[config.mk]
export PLATFORM = sky130hd
export DESIGN_NAME = gdc_div_pipe
export DESIGN_NICKNAME = d
export VERILOG_FILES = /design/src/rtl/gamma_doppler_correction_unit_defines.svh /design/src/rtl/gdc_div_pipe.sv
export SDC_FILE = /design/constraint.sdc
export NUM_CORES = 2
export LEC_CHECK = 0
export BUFFER_PORTS_ARGS = -buffer_cell sky130_fd_sc_hd__buf_4
export CORE_MARGIN = 2
export CORE_UTILIZATION = 54
export DETAILED_ROUTE_END_ITERATION = 7
export PLACE_DENSITY = 0.68
export REMOVE_ABC_BUFFERS = 1
export SLEW_MARGIN = 20
export SYNTH_ARGS = -nofsm -noshare
export SYNTH_HDL_FRONTEND = slang
export SYNTH_SLANG_ARGS = --single-unit
[constraint.sdc]
create_clock -name i_clk -period 10.15 [get_ports i_clk]
set_input_delay 3.045 -clock i_clk [delete_from_list [all_inputs] [get_ports i_clk]]
set_output_delay 3.045 -clock i_clk [all_outputs]
set_load 0.01 [all_outputs]
[src/rtl/gamma_doppler_correction_unit_defines.svh]
// Assertion helpers for the RTL of the Doppler correction block.
`ifndef GAMMA_DOPPLER_CORRECTION_UNIT_DEFINES_SVH
`define GAMMA_DOPPLER_CORRECTION_UNIT_DEFINES_SVH

// Same-cycle implication, checked out of reset.
`define GDC_ASSERT_IMP(lbl, ante, cons) \
    lbl: assert property (@(posedge i_clk) disable iff (!i_rst_n) (ante) |-> (cons)) \
        else $error("gdc check failed");

// Next-cycle implication, checked out of reset.
`define GDC_ASSERT_NXT(lbl, ante, cons) \
    lbl: assert property (@(posedge i_clk) disable iff (!i_rst_n) (ante) |=> (cons)) \
        else $error("gdc check failed");

`endif

[src/rtl/gdc_div_pipe.sv]
// Pipelined restoring divider, one quotient bit per stage, MSB first.
// The quotient must fit in QB bits; callers guarantee or override that.
module gdc_div_pipe #(
    parameter int NW = 48,
    parameter int DW = 32,
    parameter int QB = 17,
    parameter int PW = 8
) (
    input  logic          i_clk,
    input  logic          i_rst_n,
    input  logic          i_en,
    input  logic          i_valid,
    input  logic [NW-1:0] i_num,
    input  logic [DW-1:0] i_den,
    input  logic [PW-1:0] i_payload,
    output logic          o_valid,
    output logic [QB-1:0] o_quo,
    output logic [PW-1:0] o_payload
);
    localparam int XW = (NW > DW + QB) ? NW : DW + QB;

    logic          r_valid [QB];
    logic [XW-1:0] r_rem   [QB];
    logic [DW-1:0] r_den   [QB];
    logic [QB-1:0] r_quo   [QB];
    logic [PW-1:0] r_pl    [QB];
    logic [XW-1:0] n_rem   [QB];
    logic [QB-1:0] n_quo   [QB];

    // Each stage compares against the divisor shifted to its quotient bit.
    always_comb begin
        logic [XW-1:0] p_rem;
        logic [DW-1:0] p_den;
        logic [QB-1:0] p_quo;
        logic [XW-1:0] shifted;
        for (int k = 0; k < QB; k++) begin
            p_rem   = (k == 0) ? XW'(i_num) : r_rem[(k == 0) ? 0 : k-1];
            p_den   = (k == 0) ? i_den : r_den[(k == 0) ? 0 : k-1];
            p_quo   = (k == 0) ? '0 : r_quo[(k == 0) ? 0 : k-1];
            shifted = XW'(p_den) << (QB - 1 - k);
            if (p_rem >= shifted) begin
                n_rem[k] = p_rem - shifted;
                n_quo[k] = p_quo | (QB'(1) << (QB - 1 - k));
            end else begin
                n_rem[k] = p_rem;
                n_quo[k] = p_quo;
            end
        end
    end

    always_ff @(posedge i_clk) begin
        if (!i_rst_n) begin
            for (int k = 0; k < QB; k++) r_valid[k] <= 1'b0;
        end else if (i_en) begin
            r_valid[0] <= i_valid;
            for (int k = 1; k < QB; k++) r_valid[k] <= r_valid[k-1];
        end
    end

    always_ff @(posedge i_clk) begin
        if (i_en) begin
            r_den[0] <= i_den;
            r_pl[0]  <= i_payload;
            for (int k = 1; k < QB; k++) begin
                r_den[k] <= r_den[k-1];
                r_pl[k]  <= r_pl[k-1];
            end
            for (int k = 0; k < QB; k++) begin
                r_rem[k] <= n_rem[k];
                r_quo[k] <= n_quo[k];
            end
        end
    end

    assign o_valid   = r_valid[QB-1];
    assign o_quo     = r_quo[QB-1];
    assign o_payload = r_pl[QB-1];
endmodule

==> flow_summary.json <==
{
  "grt_pass1_wl_um": 311000,
  "drcViolationCount": 0,
  "cts_tree": "yes",
  "arrival_ns": 6.38,
  "num_vias": 57600,
  "die_w_um": 405,
  "worst_hold_slack_ns": 0.412,
  "max_freq_mhz": 171,
  "cp_slowest_stage_delay_ns": 0.60,
  "fin_nets": 8479,
  "ys_ff_latch": 1602,
  "startpoint": "i_num[16]",
  "core_area_um2": 160000,
  "grt_usage_pct": 24.2,
  "clk_path_buf_depth": 3,
  "cts_resized": 0,
  "die_y_um": 405,
  "fp.dieArea_um2": 164000,
  "ctsHoldBuffers": 0,
  "maxSlewHeadroom_pct": 16.7,
  "drv_cap": 0,
  "routed_wire_length_per_instance_um": 19.8,
  "rsz0062_at_grt": "no",
  "grt_max_degree": 172,
  "final_area_um2": 95400,
  "crit_path_end_kind": "register",
  "p_leak_nw": 37.8,
  "setup_viol": 0,
  "vdd_ir_drop_max_mv": 0.207,
  "syn_area_um2": 86700,
  "area_growth_pct": 10.0,
  "synth_ff_type": "edfxtp_1",
  "clock_latency_ns": 0.81,
  "drt_pass1_iterations": 7,
  "grt_pass1_vias": 59100,
  "synth.distinct_cells": 97,
  "port_buffers": 117,
  "final_cell_mix": "edfxtp_1, a21oi_1, inv_1",
  "report.final.hold_viol_count": 0,
  "ios": 118,
  "clk_pin_slew_ns": 0.06,
  "skew_ns": 0.0202,
  "worstSetupPathType": "primary input to register",
  "synth_edf_count": 1602,
  "synthArstFlopShare_pct": 0,
  "outcome": "complete, no violations",
  "final.setup.tns_ns": 0,
  "routed_via_density": 5.73,
  "worstHoldStart": "r_pl[0][18]$_DFFE_PP_",
  "r2r-start": "r_rem[0][303]$_DFFE_PP_",
  "required_ns": 10.69,
  "yosysWarnings": 0,
  "synth-seq-area-share_pct": 55.5,
  "start_util_pct": 54.2,
  "syn_area_per_cell_um2": 11.2,
  "drv_slew": 0,
  "globalRouteOverflowTotal": 0,
  "antenna_found_initial": 5,
  "htree_levels": 4,
  "fp-row-count": 147,
  "power.density_nw_per_um2": 282,
  "startpoint_type": "primary input",
  "min_period_over_period_pct": 57.5,
  "synthCells": 7723,
  "crit_chain": "buf_4 > inv_1 > ha_1 > fa_1 > nor2b_1 > o31a_1 > o211ai_1 > a21oi_1 > o21ai_1 > o31ai_1 > nor2_1 > o21ai_0 > xnor2_1 > mux2_2",
  "cp_slowest_cell": "o31ai_1",
  "drive_gt1_share_pct": 6.41,
  "drt_wl_total_um": 199000,
  "first_iter_violations": 2719,
  "worst_slew_pin_slew_ns": 1.24,
  "placed_area_um2": 89900,
  "cts_made_buffers": 172,
  "postCtsSetupRepairBufs": 0,
  "gp_congestion": 0.980,
  "post-dp-hpwl_um": 152000,
  "final_common_cell": "edfxtp_1",
  "clock-sinks": 1602,
  "hp-class": "register to register",
  "cts_root_buffer": "clkbuf_16",
  "min_period_ns": 5.84,
  "postRouteAntennaNets": 0,
  "cp_max_fo": 5
}
registers in the layout, indices dropped and copies added, names as in the netlist:
name	flops
r_den	512
r_rem	784
r_quo	153
r_valid	17
r_pl	136
kinds of logic (layout without fill, tap and decap cells):
| logic type | after synthesis | after routing | share of synthesized area [%] |
|---|---|---|---|
| AO/OA/AOI/OAI | 2031 | 2031 | 14.4 |
| XOR/XNOR | 580 | 580 | 5.86 |
| adder cells (fa/ha/maj) | 560 | 560 | 8.22 |
| buffers and inverters | 917 | 1155 | 4.02 |
| flip-flops | 1602 | 1602 | 55.5 |
| multiplexers | 88 | 88 | 1.14 |
| other | 0 | 4 | 0 |
| AND/OR/NAND/NOR | 1945 | 1945 | 10.8 |
routing by layer:
layer	part of all wire, %	global-route usage, %
met4	8.4	18.8
met5	0	0
met3	2.9	3.06
met1	34	22.5
met2	54	47.2
path summary, 6_finish.rpt:
check	endpoint	slack (ns)	cells after the start
max reg2reg	r_rem[0][387]$_DFFE_PP_	5.06	16
max	r_rem[0][44]$_DFFE_PP_	4.31	14
min reg2reg	r_pl[0][26]$_DFFE_PP_	0.41	0
min	r_pl[0][26]$_DFFE_PP_	0.41	0
report_power, final:
group          switching, mW  internal [mW]
Combinational           6.25           4.41
Sequential             0.836           9.34
Clock                   2.56           3.54
Total                   9.65           17.3
cells in the mapped netlist (all sizes together) (10+ instances only):
master,count,area (um^2)
a21oi,683,3420
a211o,16,140
fa,16,320
edfxtp,1602,48100
or2,27,169
o211ai,26,195
and2,30,188
a211oi,42,315
a41oi,11,104
o311ai,10,87.6
mux2,83,935
nor3,116,581
a31oi,49,322
and3,72,450
nand3,118,591
o21bai,71,533
o21ai,532,2670
o21a,60,450
a2111oi,17,155
a21boi,14,105
or3,44,275
and4,17,149
nor2,476,1790
or4,29,221
buf,28,149
nand2b,77,482
nor4,79,500
nor3b,13,97.6
xor2,271,2370
xnor2,309,2710
clkbuf,203,762
ha,544,6810
a221oi,16,153
a21o,300,2250
nand4,120,751
o31ai,36,270
nand2,599,2250
a31o,14,123
o31a,20,175
inv,686,2570
nor4b,14,123
nor2b,84,526
area by class of cell:
cell class | instances | area, um^2
Antenna cell | 4 | 10.0
Sequential cell | 1602 | 48100
Timing Repair Buffer | 161 | 1340
Multi-Input combinational cell | 5204 | 35300
Fill cell | 12900 | 64600
Clock buffer | 201 | 4480
Clock inverter | 107 | 1020
Tap cell | 2086 | 2610
Inverter | 686 | 2570
metrics by stage:
stage / power [mW] / worst slack, ns / util, % / cells
6_report: 26.9 / 4.31 / 59.6 / 10100
5_1_grt: 28.6 / 4.18 / 59.6 / 10100
4_1_cts: 27.0 / 4.36 / 59.6 / 10000
3_5_place_dp: 20.8 / 3.50 / 56.2 / 9739
3_3_place_gp: 20.6 / 3.53 / 56.2 / 9739
2_1_floorplan: 17.9 / 2.85 / - / 7492
worst max-delay path, delay by kind of cell:
kind / cells / cell delay, ns
compound gates: 6 / 1.84
xor+xnor: 1 / 0.09
fa+ha+maj: 2 / 0.62
buf+inv: 2 / 0.13
mux: 1 / 0.26
simple gates: 2 / 0.40
Power figures use the tool's default switching activity.
